$ cat config.mk
export PLATFORM = sky130hd
export DESIGN_NAME = robust_moving_average_outlier_reject_unit
export DESIGN_NICKNAME = d
export VERILOG_FILES = /design/src/hw/rtl/rmaor_pkg.sv /design/src/hw/rtl/rmaor_div.sv /design/src/hw/rtl/rmaor_window.sv /design/src/hw/rtl/robust_moving_average_outlier_reject_unit.sv
export VERILOG_INCLUDE_DIRS = /design/src /design/src/hw/rtl
export SDC_FILE = /design/constraint.sdc
export NUM_CORES = 1
export LEC_CHECK = 0
export ABC_AREA = 1
export BUFFER_PORTS_ARGS = -buffer_cell sky130_fd_sc_hd__buf_2
export CORE_MARGIN = 8
export CORE_UTILIZATION = 25
export CTS_CLUSTER_DIAMETER = 80
export DETAILED_ROUTE_END_ITERATION = 16
export PLACE_DENSITY = 0.5
export RECOVER_POWER = 100
export SLEW_MARGIN = 15
export SYNTH_ARGS = -nofsm -noshare
export SYNTH_HDL_FRONTEND = slang
export SYNTH_SLANG_ARGS = --single-unit
$ cat constraint.sdc
create_clock -name i_clk -period 3.9 [get_ports i_clk]
set_clock_uncertainty 0.2 [all_clocks]
set_input_delay 0.39 -clock i_clk [delete_from_list [all_inputs] [get_ports i_clk]]
set_output_delay 0.39 -clock i_clk [all_outputs]
set_load 0.1 [all_outputs]
$ cat src/hw/rtl/robust_moving_average_outlier_reject_unit_macros.svh
// ----------------------------------------------------------------------------
// robust moving average outlier reject unit - assertion macros
// concurrent checks that vanish when SYNTHESIS is defined
// ----------------------------------------------------------------------------
`ifndef ROBUST_MOVING_AVERAGE_OUTLIER_REJECT_UNIT_MACROS_SVH
`define ROBUST_MOVING_AVERAGE_OUTLIER_REJECT_UNIT_MACROS_SVH

`ifndef SYNTHESIS

// consequent holds in the same cycle as the antecedent
`define RMAOR_ASSERT_NOW(lbl, clk, rst_n, ante, cons) \
    lbl: assert property (@(posedge clk) disable iff (!(rst_n)) (ante) |-> (cons)) \
        else $error("rmaor assertion failed");

// consequent holds in the cycle after the antecedent
`define RMAOR_ASSERT_NEXT(lbl, clk, rst_n, ante, cons) \
    lbl: assert property (@(posedge clk) disable iff (!(rst_n)) (ante) |=> (cons)) \
        else $error("rmaor assertion failed");

`else

`define RMAOR_ASSERT_NOW(lbl, clk, rst_n, ante, cons)
`define RMAOR_ASSERT_NEXT(lbl, clk, rst_n, ante, cons)

`endif

`endif

$ cat src/hw/rtl/rmaor_pkg.sv
// ----------------------------------------------------------------------------
// rmaor_pkg
// shared types of the robust moving average outlier reject unit
// ----------------------------------------------------------------------------
`default_nettype none

package rmaor_pkg;

    // controls from the sequencer to the window store
    typedef struct packed {
        logic load;      // new sample into the newest slot, keep weight 1
        logic rot_sk;    // rotate sample and keep rings by one
        logic set_res;   // new residual into the newest slot
        logic rot_res;   // rotate residual ring by one
        logic set_keep;  // final keep weight into the newest slot
        logic keep;      // value for set_keep
        logic shift;     // retire oldest entry, newest becomes history
    } t_win_ctrl;

endpackage

`default_nettype wire

$ cat src/hw/rtl/rmaor_div.sv
// ----------------------------------------------------------------------------
// rmaor_div
// bit-serial divider, signed dividend and unsigned divisor, one quotient bit per cycle, truncating toward zero
// ----------------------------------------------------------------------------
`default_nettype none

module rmaor_div #(
    parameter int NW = 26,
    parameter int DW = 2
) (
    input  wire logic          i_clk,
    input  wire logic          i_rst_n,
    input  wire logic          i_start,
    input  wire logic [NW-1:0] i_dividend,
    input  wire logic [DW-1:0] i_divisor,
    output logic               o_done,
    output logic [NW-1:0]      o_quotient
);

    localparam int CW = $clog2(NW + 1);

    logic          r_busy;
    logic          r_done;
    logic [CW-1:0] r_cnt;
    logic          r_neg;
    logic [NW-1:0] r_q;
    logic [DW-1:0] r_rem;
    logic [DW-1:0] r_div;
    logic [NW-1:0] r_quo;

    logic [DW:0]   v_try;
    logic [DW:0]   v_diff;
    logic          v_ge;
    logic [DW-1:0] n_rem;
    logic [NW-1:0] n_q;
    logic [NW-1:0] n_quo;
    logic [NW-1:0] v_mag;

    always_comb begin
        v_try  = {r_rem, r_q[NW-1]};
        v_ge   = v_try >= {1'b0, r_div};
        v_diff = v_try - {1'b0, r_div};
        n_rem  = v_ge ? v_diff[DW-1:0] : v_try[DW-1:0];
        n_q    = {r_q[NW-2:0], v_ge};
        n_quo  = r_neg ? (~n_q + NW'(1)) : n_q;
        v_mag  = i_dividend[NW-1] ? (~i_dividend + NW'(1)) : i_dividend;
    end

    always_ff @(posedge i_clk) begin
        if (!i_rst_n) begin
            r_busy <= 1'b0;
            r_done <= 1'b0;
            r_cnt  <= '0;
        end else begin
            r_done <= 1'b0;
            if (i_start) begin
                r_busy <= 1'b1;
                r_cnt  <= CW'(NW);
                r_neg  <= i_dividend[NW-1];
                r_q    <= v_mag;
                r_rem  <= '0;
                r_div  <= i_divisor;
            end else if (r_busy) begin
                r_q   <= n_q;
                r_rem <= n_rem;
                r_cnt <= r_cnt - CW'(1);
                if (r_cnt == CW'(1)) begin
                    r_busy <= 1'b0;
                    r_done <= 1'b1;
                    r_quo  <= n_quo;
                end
            end
        end
    end

    assign o_done     = r_done;
    assign o_quotient = r_quo;

endmodule

`default_nettype wire

$ cat src/hw/rtl/rmaor_window.sv
// ----------------------------------------------------------------------------
// rmaor_window
// sample, residual and keep rings; slot WINDOW-1 holds the item in progress
// ----------------------------------------------------------------------------
`default_nettype none

module rmaor_window #(
    parameter int WINDOW       = 3,
    parameter int SAMPLE_WIDTH = 24
) (
    input  wire logic                                    i_clk,
    input  wire logic                                    i_rst_n,
    input  wire rmaor_pkg::t_win_ctrl                    i_ctrl,
    input  wire logic [SAMPLE_WIDTH-1:0]                 i_sample,
    input  wire logic [SAMPLE_WIDTH:0]                   i_res,
    output logic [SAMPLE_WIDTH-1:0]                      o_head_smp,
    output logic                                         o_head_keep,
    output logic [WINDOW-1:0][SAMPLE_WIDTH:0]            o_res
);

    localparam int HIST = WINDOW - 1;

    logic [WINDOW-1:0][SAMPLE_WIDTH-1:0] r_smp;
    logic [WINDOW-1:0][SAMPLE_WIDTH:0]   r_res;
    logic [WINDOW-1:0]                   r_keep;

    always_ff @(posedge i_clk) begin
        if (!i_rst_n) begin
            r_smp  <= '0;
            r_res  <= '0;
            r_keep <= '1;
        end else begin
            if (i_ctrl.load) begin
                r_smp[HIST]  <= i_sample;
                r_keep[HIST] <= 1'b1;
            end
            if (i_ctrl.rot_sk) begin
                for (int i = 0; i < WINDOW; i++) begin
                    r_smp[i]  <= r_smp[(i + 1) % WINDOW];
                    r_keep[i] <= r_keep[(i + 1) % WINDOW];
                end
            end
            if (i_ctrl.set_res) begin
                r_res[HIST] <= i_res;
            end
            if (i_ctrl.rot_res) begin
                for (int i = 0; i < WINDOW; i++) begin
                    r_res[i] <= r_res[(i + 1) % WINDOW];
                end
            end
            if (i_ctrl.set_keep) begin
                r_keep[HIST] <= i_ctrl.keep;
            end
            // oldest drops out, newest slot becomes the last history entry
            if (i_ctrl.shift) begin
                for (int i = 0; i < HIST; i++) begin
                    r_smp[i]  <= r_smp[i + 1];
                    r_res[i]  <= r_res[i + 1];
                    r_keep[i] <= r_keep[i + 1];
                end
            end
        end
    end

    assign o_head_smp  = r_smp[0];
    assign o_head_keep = r_keep[0];
    assign o_res       = r_res;

endmodule

`default_nettype wire

$ cat src/hw/rtl/robust_moving_average_outlier_reject_unit.sv
// ----------------------------------------------------------------------------
// robust_moving_average_outlier_reject_unit
// moving average of kept samples with median residual outlier rejection
//
//   channel   direction  handshake                          payload
//   sample    in         i_sample_valid / o_sample_ready    i_sample
//   smoothed  out        o_smoothed_valid / i_smoothed_ready o_smoothed
//   config    in         apb psel/penable/pwrite/pready     paddr, pwdata, prdata
//
// each item passes through the window sum, a division for the average, the
// residual, the median scan, the trust product and compare and a second division,
// one quotient bit per cycle in the bit-serial divider; window sum and median scan
// each visit all WINDOW entries; a new item is taken only once back in idle
// synchronous active-low reset; window returns to zero samples and residuals
// with all keep weights set, trust factor returns to 6
// a new item is taken while the last result still waits at the output register;
// a finished item waits in place until that register is free
// ----------------------------------------------------------------------------
`default_nettype none

`include "robust_moving_average_outlier_reject_unit_macros.svh"

module robust_moving_average_outlier_reject_unit #(
    parameter int WINDOW       = 3,
    parameter int SAMPLE_WIDTH = 24
) (
    input  wire logic                    i_clk,
    input  wire logic                    i_rst_n,
    input  wire logic                    psel,
    input  wire logic                    penable,
    input  wire logic                    pwrite,
    input  wire logic [2:0]              paddr,
    input  wire logic [31:0]             pwdata,
    output logic [31:0]                  prdata,
    output logic                         pready,
    input  wire logic                    i_sample_valid,
    output logic                         o_sample_ready,
    input  wire logic [SAMPLE_WIDTH-1:0] i_sample,
    output logic                         o_smoothed_valid,
    input  wire logic                    i_smoothed_ready,
    output logic [SAMPLE_WIDTH-1:0]      o_smoothed
);

    localparam int SW    = SAMPLE_WIDTH;
    localparam int RESW  = SW + 1;
    localparam int SUMW  = SW + $clog2(WINDOW);
    localparam int CNTW  = $clog2(WINDOW + 1);
    localparam int STEPW = $clog2(WINDOW);
    localparam int RHSW  = SW + 6;
    localparam int M_LO  = (WINDOW - 1) / 2;
    localparam int M_HI  = WINDOW / 2;

    localparam logic       REG_TRUST   = 1'b0;
    localparam logic [3:0] TRUST_RESET = 4'd6;

    typedef enum logic [3:0] {
        S_IDLE,
        S_SUM,
        S_DG1,
        S_DW1,
        S_RES,
        S_MED,
        S_MUL,
        S_CMP,
        S_DG2,
        S_DW2,
        S_OUT
    } t_state;

    t_state           r_state;
    logic [3:0]       r_trust;
    logic [STEPW-1:0] r_step;
    logic [SUMW-1:0]  r_acc;
    logic [CNTW-1:0]  r_cnt;
    logic [SW-1:0]    r_x;
    logic [RESW-1:0]  r_res;
    logic [RESW-1:0]  r_med_lo;
    logic [RESW-1:0]  r_med_hi;
    logic [RHSW-1:0]  r_rhs;
    logic             r_out_valid;
    logic [SW-1:0]    r_smoothed;

    rmaor_pkg::t_win_ctrl            w_ctrl;
    logic [SW-1:0]                   w_head_smp;
    logic                            w_head_keep;
    logic [WINDOW-1:0][RESW-1:0]     w_res;
    logic                            w_div_start;
    logic                            w_div_done;
    logic [SUMW-1:0]                 w_quo;
    logic [CNTW-1:0]                 w_divisor;

    logic              w_accept;
    logic              w_out_fire;
    logic              w_cfg_wr;
    logic              v_last;
    logic [SW-1:0]     v_avg;
    logic [RESW-1:0]   v_diff;
    logic [RESW-1:0]   v_abs;
    logic [WINDOW-1:0] v_lt;
    logic [WINDOW-1:0] v_le;
    logic [CNTW-1:0]   v_lt_cnt;
    logic [CNTW-1:0]   v_le_cnt;
    logic              v_is_lo;
    logic              v_is_hi;
    logic [RESW:0]     v_msum;
    logic              v_keep;
    logic [SUMW-1:0]   v_head_ext;
    logic [SUMW-1:0]   v_x_ext;
    logic              v_div_wait;

    assign pready           = 1'b1;
    assign w_cfg_wr         = psel && penable && pwrite && pready;
    assign prdata           = (paddr[2] == REG_TRUST) ? {28'd0, r_trust} : 32'd0;
    assign o_sample_ready   = (r_state == S_IDLE);
    assign w_accept         = i_sample_valid && o_sample_ready;
    assign w_out_fire       = (r_state == S_OUT) && (!r_out_valid || i_smoothed_ready);
    assign o_smoothed_valid = r_out_valid;
    assign o_smoothed       = r_smoothed;

    always_comb begin
        v_last     = (r_step == STEPW'(WINDOW - 1));
        v_avg      = w_quo[SW-1:0];
        v_diff     = {r_x[SW-1], r_x} - {v_avg[SW-1], v_avg};
        v_abs      = v_diff[RESW-1] ? (~v_diff + RESW'(1)) : v_diff;
        v_head_ext = {{(SUMW - SW){w_head_smp[SW-1]}}, w_head_smp};
        v_x_ext    = {{(SUMW - SW){r_x[SW-1]}}, r_x};
        // rank of the candidate at the ring head among all residuals
        for (int j = 0; j < WINDOW; j++) begin
            v_lt[j] = w_res[j] < w_res[0];
            v_le[j] = w_res[j] <= w_res[0];
        end
        v_lt_cnt  = CNTW'($countones(v_lt));
        v_le_cnt  = CNTW'($countones(v_le));
        v_is_lo   = (v_lt_cnt <= CNTW'(M_LO)) && (CNTW'(M_LO) < v_le_cnt);
        v_is_hi   = (v_lt_cnt <= CNTW'(M_HI)) && (CNTW'(M_HI) < v_le_cnt);
        v_msum    = {1'b0, r_med_lo} + {1'b0, r_med_hi};
        // 2*res against trust*(lo+hi); for an odd window lo and hi coincide
        v_keep    = !({{(RHSW - RESW - 1){1'b0}}, r_res, 1'b0} > r_rhs);
        w_divisor = (r_cnt == '0) ? CNTW'(1) : r_cnt;
        v_div_wait = (r_state == S_DW1) || (r_state == S_DW2);
    end

    always_comb begin
        w_ctrl          = '0;
        w_ctrl.load     = w_accept;
        w_ctrl.rot_sk   = (r_state == S_SUM);
        w_ctrl.set_res  = (r_state == S_RES);
        w_ctrl.rot_res  = (r_state == S_MED);
        w_ctrl.set_keep = (r_state == S_CMP);
        w_ctrl.keep     = v_keep;
        w_ctrl.shift    = w_out_fire;
        w_div_start     = (r_state == S_DG1) || (r_state == S_DG2);
    end

    always_ff @(posedge i_clk) begin
        if (!i_rst_n) begin
            r_state     <= S_IDLE;
            r_trust     <= TRUST_RESET;
            r_out_valid <= 1'b0;
            r_step      <= '0;
        end else begin
            if (w_cfg_wr && (paddr[2] == REG_TRUST)) begin
                r_trust <= pwdata[3:0];
            end
            if (r_out_valid && i_smoothed_ready) begin
                r_out_valid <= 1'b0;
            end
            case (r_state)
                S_IDLE: begin
                    if (w_accept) begin
                        r_x     <= i_sample;
                        r_acc   <= '0;
                        r_cnt   <= '0;
                        r_step  <= '0;
                        r_state <= S_SUM;
                    end
                end
                S_SUM: begin
                    if (w_head_keep) begin
                        r_acc <= r_acc + v_head_ext;
                        r_cnt <= r_cnt + CNTW'(1);
                    end
                    r_step <= r_step + STEPW'(1);
                    if (v_last) begin
                        r_step  <= '0;
                        r_state <= S_DG1;
                    end
                end
                S_DG1: begin
                    r_state <= S_DW1;
                end
                S_DW1: begin
                    if (w_div_done) begin
                        r_state <= S_RES;
                    end
                end
                S_RES: begin
                    r_res   <= v_abs;
                    r_state <= S_MED;
                end
                S_MED: begin
                    if (v_is_lo) begin
                        r_med_lo <= w_res[0];
                    end
                    if (v_is_hi) begin
                        r_med_hi <= w_res[0];
                    end
                    r_step <= r_step + STEPW'(1);
                    if (v_last) begin
                        r_step  <= '0;
                        r_state <= S_MUL;
                    end
                end
                S_MUL: begin
                    r_rhs   <= RHSW'(v_msum) * RHSW'(r_trust);
                    r_state <= S_CMP;
                end
                S_CMP: begin
                    // excluded item leaves the kept sum and count
                    if (!v_keep) begin
                        r_acc <= r_acc - v_x_ext;
                        r_cnt <= r_cnt - CNTW'(1);
                    end
                    r_state <= S_DG2;
                end
                S_DG2: begin
                    r_state <= S_DW2;
                end
                S_DW2: begin
                    if (w_div_done) begin
                        r_state <= S_OUT;
                    end
                end
                S_OUT: begin
                    if (w_out_fire) begin
                        r_out_valid <= 1'b1;
                        r_smoothed  <= v_avg;
                        r_state     <= S_IDLE;
                    end
                end
                default: begin
                    r_state <= S_IDLE;
                end
            endcase
        end
    end

    rmaor_window #(
        .WINDOW       (WINDOW),
        .SAMPLE_WIDTH (SAMPLE_WIDTH)
    ) u_window (
        .i_clk       (i_clk),
        .i_rst_n     (i_rst_n),
        .i_ctrl      (w_ctrl),
        .i_sample    (i_sample),
        .i_res       (v_abs),
        .o_head_smp  (w_head_smp),
        .o_head_keep (w_head_keep),
        .o_res       (w_res)
    );

    rmaor_div #(
        .NW (SUMW),
        .DW (CNTW)
    ) u_div (
        .i_clk      (i_clk),
        .i_rst_n    (i_rst_n),
        .i_start    (w_div_start),
        .i_dividend (r_acc),
        .i_divisor  (w_divisor),
        .o_done     (w_div_done),
        .o_quotient (w_quo)
    );

    `RMAOR_ASSERT_NOW(a_div_done_in_wait, i_clk, i_rst_n, w_div_done, v_div_wait)
    `RMAOR_ASSERT_NEXT(a_accept_starts_sum, i_clk, i_rst_n, w_accept, r_state == S_SUM)
    `RMAOR_ASSERT_NEXT(a_result_loaded, i_clk, i_rst_n, w_out_fire, o_smoothed_valid)
    `RMAOR_ASSERT_NOW(a_count_in_range, i_clk, i_rst_n, r_state != S_IDLE, r_cnt <= CNTW'(WINDOW))

endmodule

`default_nettype wire
---- Yosys cells after proc, flatten, opt, wreduce, memory -nomap -nowiden ----
Cells that the tools add are included.
operators by class
  $add $sub $neg .......................... 16
  multipliers ............................. 1
  $lt $le $gt $ge ......................... 10
  equality and inequality tests ........... 20
  mux-type cells .......................... 44
  bitwise operators ....................... 7
  reductions and logical operators ........ 35
operators with widths
  kind                   count
  $mux 26                6
  $pmux 26 s3            1
  $le 25x25->1           3
  $lt 25x25->1           3
  $mux 75                1
  $mux 72                1
  $mux 25                2
  $mux 50                1
  $mux 24                2
  $mux 48                1
  $pmux 4 s11            1
  $gt 26x30->1           1
  $mul 26x4->30          1
  $mux 4                 7
  $add 25x25->26         1
  $add 26x1->26 const B  1
  $add 26x26->26         1
  $not 26->26            1
  $sub 26x26->26         1
  $add 25x1->25 const B  1
  $not 25->25            1
  $sub 24x24->25         1
  $add 24x1->24 const B  1
  $not 24->24            1
  38 further kinds       92
storage, ports and cells
  register bits after elaboration ......... 379
  input port bits ......................... 66
  output and inout port bits .............. 59
  word-level logic and storage cells ...... 161

---- Longest topological paths before layout ----
  depth after elaboration ................. 7
  depth in mapped cells ................... 24
  depth with buffers taken out ............ 24

---- Cells and area by module ----
A second synthesis with hierarchy kept.
unflattened totals
  cell total of the unflattened synthesis .. 3374
  area total of the unflattened synthesis .. 25468.2 µm²
modules (own cells, without submodules)
  module                                     times used  cells an instance  area each (µm²)  seq. area each (µm²)
  robust_moving_average_outlier_reject_unit  1           2005               15274.6          4874.7
  rmaor_window                               1           892                6244.7           3002.9
  rmaor_div                                  1           477                3948.8           1851.8

---- Least setup slack after synthesis ----
No wires, ideal clock.
  kind .................................... register to register
  start point ............................. register r_state[0]
  end point ............................... register r_acc[0] (enable)
  library setup time ...................... 422 ps
  arrival time ............................ 4016 ps
  data required time ...................... 3278 ps
  path slack .............................. -738 ps
  cell stages (with the launch flop) ...... 10
  path buffers ............................ 2
  clock period less this slack ............ 4638 ps
  cell sequence ........................... dfxtp_1 -> buf_2 -> nor2_1 -> inv_1 -> nor2_1 -> nand2_1 -> nand2_1 -> buf_2 -> o211ai_1 -> a21oi_1
between the ends
  word-level cells in the longest chain between the ends .. 4
  elaborated cells on any way between the ends .. 9
  classes of those cells .................. eq/ne: 5; reduce/logical: 4
RTL lines
  what                                   RTL line                                          RTL
  from (decl)                            robust_moving_average_outlier_reject_unit.sv:70   t_state r_state;
  from (signal assigned)                 robust_moving_average_outlier_reject_unit.sv:157  r_state <= S_IDLE;
  from (signal assigned)                 robust_moving_average_outlier_reject_unit.sv:175  r_state <= S_SUM;
  from (signal assigned)                 robust_moving_average_outlier_reject_unit.sv:186  r_state <= S_DG1;
  $logic_not 4->1 (*)                    robust_moving_average_outlier_reject_unit.sv:114  assign o_sample_ready = (r_state == S_IDLE);
  via o_sample_ready                     robust_moving_average_outlier_reject_unit.sv:37   output logic o_sample_ready,
  $logic_and 1x1->1                      robust_moving_average_outlier_reject_unit.sv:115  assign w_accept = i_sample_valid && o_sample_ready;
  $ne 2x1->1 (no source line)            --
  $reduce_and 5->1 (no source line) (*)  --
  to (signal assigned)                   robust_moving_average_outlier_reject_unit.sv:180  r_acc <= r_acc + v_head_ext;
  to (signal assigned)                   robust_moving_average_outlier_reject_unit.sv:221  r_acc <= r_acc - v_x_ext;
  to (decl)                              robust_moving_average_outlier_reject_unit.sv:73   logic [SUMW-1:0] r_acc;
The timed path passes the listed nets; every way through them passes the cells marked *.
A chain may end at the register's enable or synchronous reset.

---- Final worst setup path ----
  start point ............................. register r_med_hi[4]
  end point ............................... register r_rhs[26], data pin
between the ends
  word-level cells in the longest chain between the ends .. 2
RTL lines
  what                    RTL line                                          RTL
  from (decl)             robust_moving_average_outlier_reject_unit.sv:78   logic [RESW-1:0] r_med_hi;
  from (signal assigned)  robust_moving_average_outlier_reject_unit.sv:206  r_med_hi <= w_res[0];
  $add 25x25->26          robust_moving_average_outlier_reject_unit.sv:136  v_msum = {1'b0, r_med_lo} + {1'b0, r_med_hi};
  $mul 26x4->30           robust_moving_average_outlier_reject_unit.sv:215  r_rhs <= RHSW'(v_msum) * RHSW'(r_trust);
  to (signal assigned)    robust_moving_average_outlier_reject_unit.sv:215
  to (decl)               robust_moving_average_outlier_reject_unit.sv:79   logic [RHSW-1:0] r_rhs;
Every way passes these cells.

==> qor.csv <==
stage;metric;value;unit
status;outcome;complete, but fails checks;
status;failing checks;capacitance limit, slew limit;
sta;Slew HR;-0.444;%
sta;Final period util;98.3;%
place;Placed Instance Area;0.0261;mm²
clock_tree;CTS Buf Count;45;
final_layout;most frequent cells in the layout;nand2_1, inv_1, nor2_1, o21ai_0, a21oi_1;
clock_tree;Reg clk slew, reported paths;0.06;ns
detailed_routing;routed len/inst;14.6;µm
sta;# setup viols final;0;
clock_tree;clk buf depth;3;
yosys;top_reg_cell synth;edfxtp_1;
setup_path;Worst EP required;4.00;ns
sta;Fin. Hold Viols;0;
die;site row count;113;
yosys;EDFF count, synth;210;
sta;Slew @ Worst Pin;1.51;ns
place;pre-CTS worst setup slack;-0.117;ns
place;Port-buffer cells;65;
sta;setup_tns;0;ns
final_layout;layout cell share with drive strength beyond 1;11.3;%
sta;Final Slew Violations;37;
setup_path;WP data arrival;3.93;ns
yosys;Ys Warns;0;
setup_path;delay-heaviest family, CP;adder cells;
setup_path;critical path's slowest cell;fa_1;
die;chip width;326;µm
setup_path;WS Path Type;flop to flop;
detailed_routing;DRC Markers;0;
setup_path;Crit path depth;21;
place;RePlAce Congestion;0.838;
detailed_routing;number of DRC markers in iteration 0;1074;
detailed_routing;Routed WL;65200;µm
detailed_routing;Vias/cell;4.36;
yosys;Unique masters post-synth;64;
pwr;P per Cell Area;739;mW/mm²
die;core area;0.0952;mm²
yosys;Synth Area per Inst;8.03;µm²
clock_tree;# H-tree levels;2;
final_layout;P&R area growth vs syn;17.8;%
detailed_routing;via count;19400;
final_layout;Nets;3429;
yosys;ys async rst share;0;%
sta;Period minus WS final;3.83;ns
global_route;gr ovfl total;0;
clock_tree;worst skew pair latency;0.60;ns
setup_path;Crit. End Element;flop;
worst_hold_path;hold depth;3;
setup_path;CP peak stage delay;0.51;ns
setup_path;Worst path most repeated cell;nand2_1;
final_layout;FILL cells;10200;
pwr;Worst VDD drop;0.410;mV
setup_path;Cell Chain, Critical Path;buf_4, nand2_1, inv_1, fa_1, inv_1, fa_1, inv_2, ha_4, a21o_1, a21oi_2, nor3_1, nor2_1, buf_4, inv_4, a21oi_4, o21ai_2, nand2_1, nand2_2, nand2_1, nand2_1, xor2_1;
final_layout;Design Area, Final;0.0283;mm²
detailed_routing;Routed Antenna Nets;0;
clock_tree;Root Buffer;clkbuf_16;
yosys;FF+latch count, synth;378;
setup_path;Critical Path Source Type;flop;
setup_path;r2r worst-path depth;21;
detailed_routing;Initial DRT Pass Iterations;5;
die;Ports;125;
die;initial core utilization;25.3;%
pwr;LEAKAGE;12.6;nW
yosys;Post-Syn Area;0.0240;mm²
final_layout;commonest non-fill, non-tap cell in the layout;nand2_1;
sta;fmax;261;MHz
die;Die Height;326;µm
die;die area;0.106;mm²
global_route;initial antenna violation count;3;
yosys;register area share after synthesis;40.2;%
sta;post-route setup slack;0.0676;ns
run;max_cap viols;1;
sta;unrepaired setup endpoints after global routing;yes;
place;HPWL after DPL;50200;µm
global_route;vias in the first global route;18800;
global_route;GRT Util Overall;11.9;%
clock_tree;clock tree sinks;378;
global_route;maximum number of pins on one net before global-route repair;80;
worst_hold_path;Hold Crit Class;primary input to flop;
setup_path;crit-path max FO;4;
global_route;first-pass GRT wire length;103000;µm
clock_tree;CTS tree;built;
setup_path;Bufs and invs on worst path;6;
yosys;Synth Instances;2994;
[kinds of logic after synthesis]
| logic type | after synthesis | synth area share (%) |
|---|---|---|
| other cells | 2 | 0.0312 |
| flops | 378 | 40.2 |
| fa+ha+maj | 213 | 12.6 |
| buf+inv | 573 | 9.56 |
| simple gates | 1104 | 19.7 |
| mux | 1 | 0.0416 |
| compound gates | 627 | 14.2 |
| xor+xnor | 96 | 3.72 |
[report_power, final]
group          total (mW)  internal (mW)  switching (mW)
Sequential           6.25           5.46           0.788
Clock                4.10           2.35            1.75
Combinational        10.6           3.95            6.61
Total                20.9           11.8            9.15
[layer usage]
layer / part of all wire, % / vias up / GRT usage (%) / wire length, µm
met1: 49 / 8939 / 16.5 / 32100
met5: 0.035 / - / 0 / 23
met4: 2.1 / 4 / 2.92 / 1370
met3: 3.6 / 80 / 1.47 / 2330
li1: - / 10100 / - / -
met2: 45 / 293 / 19.5 / 29400
[metrics by stage]
step	power (mW)	hold slack, ns	util, %	cells
after floorplan	13.3	0.208	-	3021
after global placement	15.9	0.214	27.5	4306
after detailed placement	16.0	0.216	27.5	4306
after CTS	20.3	0.0225	29.4	4424
after global routing	22.8	0.0387	29.8	4452
final	20.9	0.0457	29.8	4453
[what timing repair did]
| item | CTS | global route |
|---|---|---|
| resized for setup | 11 | 104 |
| endpoints found under the hold margin | 59 | 0 |
| hold buffers | 30 | 0 |
| setup endpoints to repair | 8 | 25 |
| pin swaps | 10 | 54 |
| buffers inserted | 4 | 28 |
[flip-flops by register name, summed over array words and instances (netlist names), 2 cells and up]
name,flops
r_rhs,29
r_med_hi,25
o_smoothed,24
r_acc,26
u_window.o_head_smp,24
u_window.o_res,75
u_div.r_q,26
r_trust,4
r_res,25
u_div.r_rem,2
u_div.o_quotient,24
r_cnt,2
u_div.r_cnt,5
u_window.r_smp,48
u_window.r_keep,3
r_step,2
u_div.r_div,2
r_x,24
r_state,4
[synth_stat cells, drive strengths merged (7+ instances only)]
master | n | share of area, %
edfxtp | 210 | 26
a21oi | 254 | 5.4
nor3 | 35 | 0.96
or2 | 8 | 0.21
a31oi | 34 | 0.88
ha | 165 | 8.6
xnor2 | 31 | 1.2
o211ai | 10 | 0.31
o21bai | 7 | 0.23
o31ai | 7 | 0.22
nand2 | 633 | 10
xor2 | 65 | 2.5
o21a | 13 | 0.41
nor2 | 287 | 4.7
nor4 | 13 | 0.36
o21ai | 268 | 5.6
nand4 | 23 | 0.60
fa | 48 | 4.0
buf | 39 | 1.2
nand3 | 94 | 2.1
dfxtp | 168 | 14
inv | 452 | 7.1
clkbuf | 82 | 1.3
[final cells by class]
| type | instances | area (µm²) | share of cell area, % |
|---|---|---|---|
| Antenna cell | 1 | 2.50 | 0.00884 |
| Clock buffer | 65 | 1270 | 4.49 |
| Tap cell | 1265 | 1580 | 5.59 |
| Timing Repair Buffer | 203 | 1370 | 4.84 |
| Clock inverter | 19 | 154 | 0.544 |
| Inverter | 452 | 1710 | 6.03 |
| Sequential cell | 378 | 9680 | 34.2 |
| Multi-Input combinational cell | 2070 | 12500 | 44.3 |
[worst reg2reg max path, delay by kind of cell, from the launching register on]
kind / cells / cell delay, ns
and+or+nand+nor: 7 / 0.50
buffers and inverters: 6 / 0.51
AOI/OAI and AO/OA: 4 / 0.55
adders and majority gates: 3 / 1.25
xor gates and xnor gates: 1 / 0.15
DFF: 1 / 0.42
[final timing paths]
kind / start / to / slack, ns
min reg2reg: u_window.o_res[12]$_SDFFE_PN0P_ / r_med_hi[12]$_DFFE_PP_ / 0.23
max reg2reg: r_med_hi[4]$_DFFE_PP_ / r_rhs[26]$_DFFE_PP_ / 0.07
min: i_sample_valid / r_state[0]$_SDFFE_PN0P_ / 0.05
max: r_med_hi[4]$_DFFE_PP_ / r_rhs[26]$_DFFE_PP_ / 0.07
(Power assumes the default switching activity.)
